--- src/rtl/u8d_pkg.sv ---
// shared types and constants of the chunked utf-8 string deframer
`default_nettype none

package u8d_pkg;

    // parser phases
    typedef enum logic [2:0] {
        PH_PREFIX = 3'd0,
        PH_LEN2   = 3'd1,
        PH_WORDHI = 3'd2,
        PH_WORDLO = 3'd3,
        PH_LEAD   = 3'd4,
        PH_CONT1  = 3'd5,
        PH_CONTN  = 3'd6
    } t_phase;

    // prefix byte codes
    localparam logic [7:0] SHORT_LEN_MAX = 8'h1f;
    localparam logic [7:0] MED_LEN_MIN   = 8'h30;
    localparam logic [7:0] MED_LEN_MAX   = 8'h33;
    localparam logic [7:0] FINAL_TAG     = 8'h53;  // 'S'
    localparam logic [7:0] MORE_TAG      = 8'h52;  // 'R'

    // utf-8 byte classes
    localparam logic [7:0] ASCII_MAX     = 8'h7f;
    localparam logic [7:0] LEAD2_MIN     = 8'hc2;
    localparam logic [7:0] LEAD2_MAX     = 8'hdf;
    localparam logic [7:0] LEAD3_MIN     = 8'he0;
    localparam logic [7:0] LEAD3_MAX     = 8'hef;
    localparam logic [7:0] LEAD4_MIN     = 8'hf0;
    localparam logic [7:0] LEAD4_MAX     = 8'hf4;
    localparam logic [7:0] CONT_MIN      = 8'h80;
    localparam logic [7:0] CONT_MAX      = 8'hbf;
    localparam logic [7:0] CONT3_LO_MIN  = 8'ha0;  // after e0: no overlong
    localparam logic [7:0] CONT3_HI_MAX  = 8'h9f;  // after ed: no surrogate
    localparam logic [7:0] CONT4_LO_MIN  = 8'h90;  // after f0: no overlong
    localparam logic [7:0] CONT4_HI_MAX  = 8'h8f;  // after f4: max 10ffff

    typedef struct packed {
        t_phase      phase;
        logic        final_chunk;
        logic        inside_string;
        logic [15:0] chars_left;
        logic [20:0] utf8_accum;
        logic [1:0]  utf8_bytes_left;
    } t_state;

    localparam t_state STATE_RESET = '{
        phase:           PH_PREFIX,
        final_chunk:     1'b0,
        inside_string:   1'b0,
        chars_left:      16'd0,
        utf8_accum:      21'd0,
        utf8_bytes_left: 2'd0
    };

    typedef struct packed {
        logic [20:0] code_point;
        logic        char_valid;
        logic        string_end;
        logic        error;
    } t_result;

endpackage

`default_nettype wire

--- src/rtl/u8d_if.sv ---
// stream channels of the deframer: raw bytes in, decoded results out
`default_nettype none

interface u8d_in_if;
    logic       valid;
    logic       ready;
    logic [7:0] in_byte;
    logic       stream_end;

    modport source (output valid, output in_byte, output stream_end, input ready);
    modport sink   (input valid, input in_byte, input stream_end, output ready);
endinterface

interface u8d_out_if;
    logic        valid;
    logic        ready;
    logic [20:0] code_point;
    logic        char_valid;
    logic        string_end;
    logic        error;

    modport source (output valid, output code_point, output char_valid,
                    output string_end, output error, input ready);
    modport sink   (input valid, input code_point, input char_valid,
                    input string_end, input error, output ready);
endinterface

`default_nettype wire

--- src/rtl/u8d_step.sv ---
// per-byte parser step: next state and optional result from state and one item
`default_nettype none

module u8d_step (
    input  wire u8d_pkg::t_state  i_state,
    input  wire logic [7:0]       i_byte,
    input  wire logic             i_stream_end,
    output u8d_pkg::t_state       o_state,
    output u8d_pkg::t_result      o_result,
    output logic                  o_result_vld
);

    u8d_pkg::t_state  n_st;
    u8d_pkg::t_result res;
    logic             has_res;
    logic             do_start;
    logic [15:0]      len;
    logic             do_char;
    logic             fail;
    logic [7:0]       lo;
    logic [7:0]       hi;
    logic [20:0]      cp;

    // phase decode
    always_comb begin
        n_st     = i_state;
        res      = '0;
        has_res  = 1'b0;
        do_start = 1'b0;
        len      = 16'd0;
        do_char  = 1'b0;
        fail     = 1'b0;
        lo       = u8d_pkg::CONT_MIN;
        hi       = u8d_pkg::CONT_MAX;
        cp       = 21'd0;

        if (i_stream_end) begin
            if (i_state.inside_string || i_state.phase != u8d_pkg::PH_PREFIX) begin
                fail = 1'b1;
            end else begin
                n_st = u8d_pkg::STATE_RESET;
            end
        end else begin
            case (i_state.phase)
                u8d_pkg::PH_PREFIX: begin
                    if (i_byte <= u8d_pkg::SHORT_LEN_MAX) begin
                        n_st.inside_string = 1'b1;
                        n_st.final_chunk   = 1'b1;
                        do_start           = 1'b1;
                        len                = {8'd0, i_byte};
                    end else if (i_byte inside {[u8d_pkg::MED_LEN_MIN:u8d_pkg::MED_LEN_MAX]})
                    begin
                        n_st.inside_string = 1'b1;
                        n_st.final_chunk   = 1'b1;
                        n_st.chars_left    = {6'd0, i_byte[1:0], 8'd0};
                        n_st.phase         = u8d_pkg::PH_LEN2;
                    end else if (i_byte == u8d_pkg::FINAL_TAG
                                 || i_byte == u8d_pkg::MORE_TAG) begin
                        n_st.inside_string = 1'b1;
                        n_st.final_chunk   = (i_byte == u8d_pkg::FINAL_TAG);
                        n_st.phase         = u8d_pkg::PH_WORDHI;
                    end else begin
                        fail = 1'b1;
                    end
                end
                u8d_pkg::PH_LEN2: begin
                    do_start = 1'b1;
                    len      = {i_state.chars_left[15:8], i_byte};
                end
                u8d_pkg::PH_WORDHI: begin
                    n_st.chars_left = {i_byte, 8'd0};
                    n_st.phase      = u8d_pkg::PH_WORDLO;
                end
                u8d_pkg::PH_WORDLO: begin
                    do_start = 1'b1;
                    len      = {i_state.chars_left[15:8], i_byte};
                end
                u8d_pkg::PH_LEAD: begin
                    n_st.phase = u8d_pkg::PH_CONT1;
                    if (i_byte <= u8d_pkg::ASCII_MAX) begin
                        n_st.utf8_accum = {13'd0, i_byte};
                        do_char         = 1'b1;
                    end else if (i_byte inside {[u8d_pkg::LEAD2_MIN:u8d_pkg::LEAD2_MAX]})
                    begin
                        n_st.utf8_accum      = {16'd0, i_byte[4:0]};
                        n_st.utf8_bytes_left = 2'd1;
                    end else if (i_byte inside {[u8d_pkg::LEAD3_MIN:u8d_pkg::LEAD3_MAX]})
                    begin
                        n_st.utf8_accum      = {17'd0, i_byte[3:0]};
                        n_st.utf8_bytes_left = 2'd2;
                    end else if (i_byte inside {[u8d_pkg::LEAD4_MIN:u8d_pkg::LEAD4_MAX]})
                    begin
                        n_st.utf8_accum      = {18'd0, i_byte[2:0]};
                        n_st.utf8_bytes_left = 2'd3;
                    end else begin
                        fail = 1'b1;
                    end
                end
                u8d_pkg::PH_CONT1, u8d_pkg::PH_CONTN: begin
                    // tightened second-byte ranges reject overlong, surrogate, too large
                    if (i_state.phase == u8d_pkg::PH_CONT1) begin
                        if (i_state.utf8_bytes_left == 2'd2) begin
                            if (i_state.utf8_accum == 21'd0)  lo = u8d_pkg::CONT3_LO_MIN;
                            if (i_state.utf8_accum == 21'hd)  hi = u8d_pkg::CONT3_HI_MAX;
                        end else if (i_state.utf8_bytes_left == 2'd3) begin
                            if (i_state.utf8_accum == 21'd0)  lo = u8d_pkg::CONT4_LO_MIN;
                            if (i_state.utf8_accum == 21'd4)  hi = u8d_pkg::CONT4_HI_MAX;
                        end
                    end
                    if (i_byte < lo || i_byte > hi) begin
                        fail = 1'b1;
                    end else begin
                        n_st.utf8_accum      = {i_state.utf8_accum[14:0], i_byte[5:0]};
                        n_st.utf8_bytes_left = i_state.utf8_bytes_left - 2'd1;
                        if (i_state.utf8_bytes_left == 2'd1) begin
                            do_char = 1'b1;
                        end else begin
                            n_st.phase = u8d_pkg::PH_CONTN;
                        end
                    end
                end
                default: begin
                    fail = 1'b1;
                end
            endcase
        end

        // chunk length complete
        if (do_start) begin
            n_st.chars_left = len;
            if (len != 16'd0) begin
                n_st.phase = u8d_pkg::PH_LEAD;
            end else if (n_st.final_chunk) begin
                n_st           = u8d_pkg::STATE_RESET;
                res.string_end = 1'b1;
                has_res        = 1'b1;
            end else begin
                n_st.phase = u8d_pkg::PH_PREFIX;
            end
        end

        // character complete
        if (do_char) begin
            cp                   = n_st.utf8_accum;
            n_st.utf8_accum      = 21'd0;
            n_st.utf8_bytes_left = 2'd0;
            n_st.chars_left      = i_state.chars_left - 16'd1;
            res.code_point       = cp;
            res.char_valid       = 1'b1;
            has_res              = 1'b1;
            if (n_st.chars_left != 16'd0) begin
                n_st.phase = u8d_pkg::PH_LEAD;
            end else if (n_st.final_chunk) begin
                n_st           = u8d_pkg::STATE_RESET;
                res.string_end = 1'b1;
            end else begin
                n_st.phase = u8d_pkg::PH_PREFIX;
            end
        end

        // malformed input: report and restart
        if (fail) begin
            n_st      = u8d_pkg::STATE_RESET;
            res       = '0;
            res.error = 1'b1;
            has_res   = 1'b1;
        end
    end

    assign o_state      = n_st;
    assign o_result     = res;
    assign o_result_vld = has_res;

endmodule

`default_nettype wire

--- src/rtl/chunked_utf8_string_deframer.sv ---
// top level of the chunked utf-8 string deframer
`default_nettype none

// Decodes a byte stream of length-prefixed utf-8 string chunks into code
// points, one byte item per cycle unless a result is held back. Each
// accepted byte lands in an input register; from there the parser state
// and that byte pass through one stage of decode logic into the parser
// state and the result register, which offers the result on the output.
// Bytes that close nothing (most prefix bytes, leading and middle utf-8 bytes)
// produce no result item. The input stays ready while the input register is
// empty or its byte moves on; a registered byte is held back only when it
// closes a result while the result register is full and not being drained.
// Errors (bad prefix, bad utf-8, stream closed inside a string) yield one
// result with error set and restart the parser.

module chunked_utf8_string_deframer (
    input  wire logic     i_clk,
    input  wire logic     i_rst_n,
    u8d_in_if.sink        i_in,
    u8d_out_if.source     o_out
);

    logic              r_in_vld;
    logic [7:0]        r_in_byte;
    logic              r_in_end;
    u8d_pkg::t_state   r_state;
    u8d_pkg::t_state   n_state;
    u8d_pkg::t_result  w_res;
    logic              w_res_vld;
    logic              r_out_vld;
    u8d_pkg::t_result  r_out;
    logic              w_adv;
    logic              w_out_free;

    // the registered byte moves on when its result, if any, has a free slot
    assign w_out_free = !r_out_vld || o_out.ready;
    assign w_adv      = r_in_vld && (!w_res_vld || w_out_free);
    assign i_in.ready = !r_in_vld || w_adv;

    // input register
    always_ff @(posedge i_clk) begin
        if (!i_rst_n) begin
            r_in_vld <= 1'b0;
        end else if (i_in.ready) begin
            r_in_vld <= i_in.valid;
        end
    end

    always_ff @(posedge i_clk) begin
        if (i_in.valid && i_in.ready) begin
            r_in_byte <= i_in.in_byte;
            r_in_end  <= i_in.stream_end;
        end
    end

    // decode logic
    u8d_step u_step (
        .i_state      (r_state),
        .i_byte       (r_in_byte),
        .i_stream_end (r_in_end),
        .o_state      (n_state),
        .o_result     (w_res),
        .o_result_vld (w_res_vld)
    );

    // parser state
    always_ff @(posedge i_clk) begin
        if (!i_rst_n) begin
            r_state <= u8d_pkg::STATE_RESET;
        end else if (w_adv) begin
            r_state <= n_state;
        end
    end

    // result register
    always_ff @(posedge i_clk) begin
        if (!i_rst_n) begin
            r_out_vld <= 1'b0;
        end else if (w_adv && w_res_vld) begin
            r_out_vld <= 1'b1;
        end else if (o_out.ready) begin
            r_out_vld <= 1'b0;
        end
    end

    always_ff @(posedge i_clk) begin
        if (w_adv && w_res_vld) begin
            r_out <= w_res;
        end
    end

    assign o_out.valid      = r_out_vld;
    assign o_out.code_point = r_out.code_point;
    assign o_out.char_valid = r_out.char_valid;
    assign o_out.string_end = r_out.string_end;
    assign o_out.error      = r_out.error;

    // checks

    // an error result carries nothing else
    a_err_alone: assert property (@(posedge i_clk) disable iff (!i_rst_n)
        (r_out_vld && r_out.error) |-> (!r_out.char_valid && !r_out.string_end))
        else $error("error result carries character or string end");

    // any non-prefix phase lies inside a string
    a_phase_inside: assert property (@(posedge i_clk) disable iff (!i_rst_n)
        (r_state.phase != u8d_pkg::PH_PREFIX) |-> r_state.inside_string)
        else $error("parser mid-string without inside flag");

    // an error or a completed string leaves the parser cleared
    a_restart: assert property (@(posedge i_clk) disable iff (!i_rst_n)
        (w_adv && w_res_vld && (w_res.error || w_res.string_end))
        |=> (r_state.phase == u8d_pkg::PH_PREFIX && !r_state.inside_string
             && r_state.chars_left == 16'd0))
        else $error("parser not cleared after error or string end");

    // a result is never dropped while the output stalls
    a_no_overwrite: assert property (@(posedge i_clk) disable iff (!i_rst_n)
        (r_out_vld && !o_out.ready) |-> !(w_adv && w_res_vld))
        else $error("pending result overwritten");

endmodule

`default_nettype wire

--- src/flat_wrapper.sv ---
// flat-port wrapper written by rule: the top's interface ports become plain ports
module chunked_utf8_string_deframer_flat 
  (i_clk, i_rst_n, i_in_valid, i_in_in_byte, i_in_stream_end, i_in_ready, o_out_valid, o_out_code_point, o_out_char_valid, o_out_string_end, o_out_error, o_out_ready);
  u8d_in_if i_in_i ();
  u8d_out_if o_out_i ();
  input  wire logic i_clk;
  input  wire logic i_rst_n;
  input wire logic [$bits(i_in_i.valid)-1:0] i_in_valid;
  input wire logic [$bits(i_in_i.in_byte)-1:0] i_in_in_byte;
  input wire logic [$bits(i_in_i.stream_end)-1:0] i_in_stream_end;
  output wire logic [$bits(i_in_i.ready)-1:0] i_in_ready;
  output wire logic [$bits(o_out_i.valid)-1:0] o_out_valid;
  output wire logic [$bits(o_out_i.code_point)-1:0] o_out_code_point;
  output wire logic [$bits(o_out_i.char_valid)-1:0] o_out_char_valid;
  output wire logic [$bits(o_out_i.string_end)-1:0] o_out_string_end;
  output wire logic [$bits(o_out_i.error)-1:0] o_out_error;
  input wire logic [$bits(o_out_i.ready)-1:0] o_out_ready;
  assign i_in_i.valid = i_in_valid;
  assign i_in_i.in_byte = i_in_in_byte;
  assign i_in_i.stream_end = i_in_stream_end;
  assign i_in_ready = i_in_i.ready;
  assign o_out_valid = o_out_i.valid;
  assign o_out_code_point = o_out_i.code_point;
  assign o_out_char_valid = o_out_i.char_valid;
  assign o_out_string_end = o_out_i.string_end;
  assign o_out_error = o_out_i.error;
  assign o_out_i.ready = o_out_ready;
  chunked_utf8_string_deframer u_core (.i_clk(i_clk), .i_rst_n(i_rst_n), .i_in(i_in_i), .o_out(o_out_i));
endmodule
--- config.mk ---
export PLATFORM = sky130hd
export DESIGN_NAME = chunked_utf8_string_deframer_flat
export DESIGN_NICKNAME = d
export VERILOG_FILES = /design/src/rtl/u8d_pkg.sv /design/src/rtl/u8d_if.sv /design/src/rtl/u8d_step.sv /design/src/rtl/chunked_utf8_string_deframer.sv /design/src/flat_wrapper.sv
export SDC_FILE = /design/constraint.sdc
export NUM_CORES = 1
export LEC_CHECK = 0
export BUFFER_PORTS_ARGS = -buffer_cell sky130_fd_sc_hd__buf_4
export CORE_MARGIN = 5
export CORE_UTILIZATION = 45
export CTS_CLUSTER_SIZE = 30
export DETAILED_ROUTE_END_ITERATION = 10
export GPL_ROUTABILITY_DRIVEN = 0
export HOLD_SLACK_MARGIN = 0.03
export PLACE_DENSITY_LB_ADDON = 0.12
export SETUP_SLACK_MARGIN = 0.02
export SYNTH_ARGS = -nofsm -noshare
export SYNTH_HDL_FRONTEND = slang
export SYNTH_SLANG_ARGS = --single-unit
--- constraint.sdc ---
create_clock -name i_clk -period 4 [get_ports i_clk]
set_input_delay 0.4 -clock i_clk [delete_from_list [all_inputs] [get_ports i_clk]]
set_output_delay 0.4 -clock i_clk [all_outputs]
set_load 0.005 [all_outputs]
==> metrics <==
nets@finish ~570; die area ~0.012 mm2; Tightest Pin Transition 686 ps; CP max-delay cell or4b_4; cts bufs inserted 9; initial antenna violation count 0; post-detailed-placement half-perimeter wirelength between 9000 and 10000 um; router iterations before antenna repair 6; Syn Area/Cell 8.72 um2; Synth Instances 518; Die Wd about 110 um; Clock power frac 0.383; fmax 263 MHz; worst-skew pair later-pin latency 370 ps; Starting DRT DRC Count roughly 550; Seq pwr share 0.518; clk root buf clkbuf_8; Worst-path clk slew approximately 90 ps; status finished, final reports clean; clk buf depth 2; CP Capture Type output port; die height 110 um; Post-Layout Cell Count 691; RSZ-0062 raised after global routing no; Final Cycle Share 0.952; overall routing resource usage 0.225; Residual DRC 0; layout cells sized above 1 0.181; CP top delay family compound AO/OA/AOI/OAI gates; Post-Syn Nets roughly 540; Critical Path RT about 3600 ps; number of I/O pins 39; skew final 13.3 ps; Max-slew headroom 0.539; share of the yosys chip area belonging to registers 0.423; placed cell count 674; most frequent cells in the layout buf_4, nor2_1, dfxtp_1; PD cells 320 mW/mm2; Final setup viols 0; commonest non-fill, non-tap cell in the layout buf_4; setup_tns 0 ps; Top cell by count, worst path ha_1; vias in the first global route between 3000 and 4000; port bufs 38; Core Rows 36; Yosys warnings 0; Synth area leader edfxtp_1; Crit. path cell count 14; Final Hold Violating Endpoints 0; wire per inst approximately 19 um; switching power about 470 uW; Post-synth EDFFs 33; Async S/R FF share, synth 0; Crit Path Category reg2out; number of H-tree levels 3; Max stage delay on crit path 500 ps; GRT overflow 0; Max VDD drop around 220 uV; Routed WL approximately 13000 um; synth unique cells between 60 and 70; Synth Register Bits 79; final worst path period need about 3800 ps; Initial Util 0.462; predominant post-synthesis flop cell dfxtp_1; Bufs and invs on worst path 3; post-DR vias/cell roughly 6.3; CTS tree built; Synth-to-Final Area Change 16.9%; Final Max Tran Viols 0; Int Power 1.22 mW; cells along the critical path inv_1 -> ha_1 -> or4b_4 -> a21oi_1 -> ha_1 -> nand4_1 -> o2bb2ai_2 -> o311a_1 -> nor2_4 -> inv_2 -> nor2_2 -> a21oi_2 -> nand2_1 -> buf_4; switching part of the total 0.280; DR vias around 4400; top cells by area, synth edfxtp_1, dfxtp_1, nor2_1, a21oi_1, a32o_1; # diodes 0; startpoint types register; R2R cell count 14; Routed Antenna Nets 0; Post-CTS Hold Buffers 0; CORE AREA 0.00977 mm2; Leak approximately 1.8 nW; Num Clock Sinks about 80; HP Class in2reg; synthesized area between 0.004 and 0.005 mm2; Max FO, Critical Path 11; share of total power in combinational logic 0.099; critical path arrival 3410 ps; Max Cap Violations 0; pin count of the biggest net entering global routing 34; hold path depth 1; global-route wire length before repair around 21000 um; top-area cell type share of the netlist area 0.219
power by group through the flow:
stage | combinational [mW] | clock (mW) | sequential, mW
after floorplan | 0.109 | 0 | 0.881
after global placement | 0.162 | 0 | 0.892
after detailed placement | 0.164 | 0 | 0.892
after CTS | 0.164 | 0.660 | 0.874
after global routing | 0.182 | 0.691 | 0.877
final | 0.168 | 0.647 | 0.875
through the flow:
stage | worst slack (ps) | hold slack (ps) | util | instance area [um2] | power, mW
after floorplan | 344 | 450 | - | 4520 | 0.989
after global placement | 281 | 496 | 0.510 | 4990 | 1.05
after detailed placement | 163 | 510 | 0.510 | 4990 | 1.06
after CTS | 35.0 | 192 | 0.531 | 5190 | 1.70
after global routing | 34.7 | 192 | 0.540 | 5280 | 1.75
final | 192 | 212 | 0.540 | 5280 | 1.69
state kept, by name, indices dropped and copies added (netlist names):
| signal | cells |
|---|---|
| u_core.o_out.char_valid | 1 |
| u_core.o_out.string_end | 1 |
| u_core.r_in_byte | 8 |
| u_core.r_in_vld | 1 |
| u_core.r_in_end | 1 |
| u_core.o_out.code_point | 21 |
| u_core.o_out.valid | 1 |
| u_core.o_out.error | 1 |
| u_core.r_state | 44 |
repair_timing:
action	CTS	global route
resized for setup	0	14
setup buffers	0	1
endpoints found under the setup margin	0	32
area by class of cell:
type	instances	area [um2]
sequential	79	1910
multi-input combinational	380	2440
tap	133	166
timing repair buffer	61	470
clock buffer	9	124
inverter	22	82.6
clock inverter	7	83.8
fill	900	4490
layer usage:
metal / global-route usage / part of all wire
met5: 0 / 0
met4: 0.0765 / 0.027
met3: 0.0594 / 0.12
met2: 0.308 / 0.40
met1: 0.340 / 0.45
cell usage after synthesis, types with 4 or more instances:
cell type  instances
nor2_1            55
dfxtp_1           46
a21oi_1           38
nand2_1           36
edfxtp_1          33
clkbuf_1          27
nand3_1           24
a22oi_1           22
inv_1             20
a32o_1            18
nor3_1            16
o21ai_0           15
o21ai_1           11
nor4_1            10
and2_1             9
nand2b_1           9
nand4_1            9
ha_1               8
o31ai_1            7
nor4b_1            6
a211oi_1           5
and3_1             5
o211ai_1           5
or3_1              4
path summary, 6_finish.rpt:
check                     start             endpoint  slack (ps)
max reg2reg   u_core.r_state[0]   u_core.r_state[27]         270
max           u_core.r_state[0]           i_in_ready         190
min             i_in_in_byte[5]  u_core.r_in_byte[5]         210
min reg2reg  u_core.r_state[24]   u_core.r_state[24]         520
cells by family after synthesis:
logic type | Yosys count | share of synthesized area
AOI/OAI and AO/OA | 160 | 0.249
xor gates and xnor gates | 5 | 0.00969
adders and majority gates | 8 | 0.0221
buffers and inverters | 59 | 0.0548
DFF | 79 | 0.423
and+or+nand+nor | 207 | 0.241
worst register-to-register path, delay by kind of cell, from the launching register on:
kind / cells / cell delay, ps
AO/OA/AOI/OAI: 5 / 850
adder cells (fa/ha/maj): 2 / 420
buffers and inverters: 2 / 280
flip-flops: 1 / 450
AND/OR/NAND/NOR: 5 / 1670
Power figures use the tool's default switching activity.
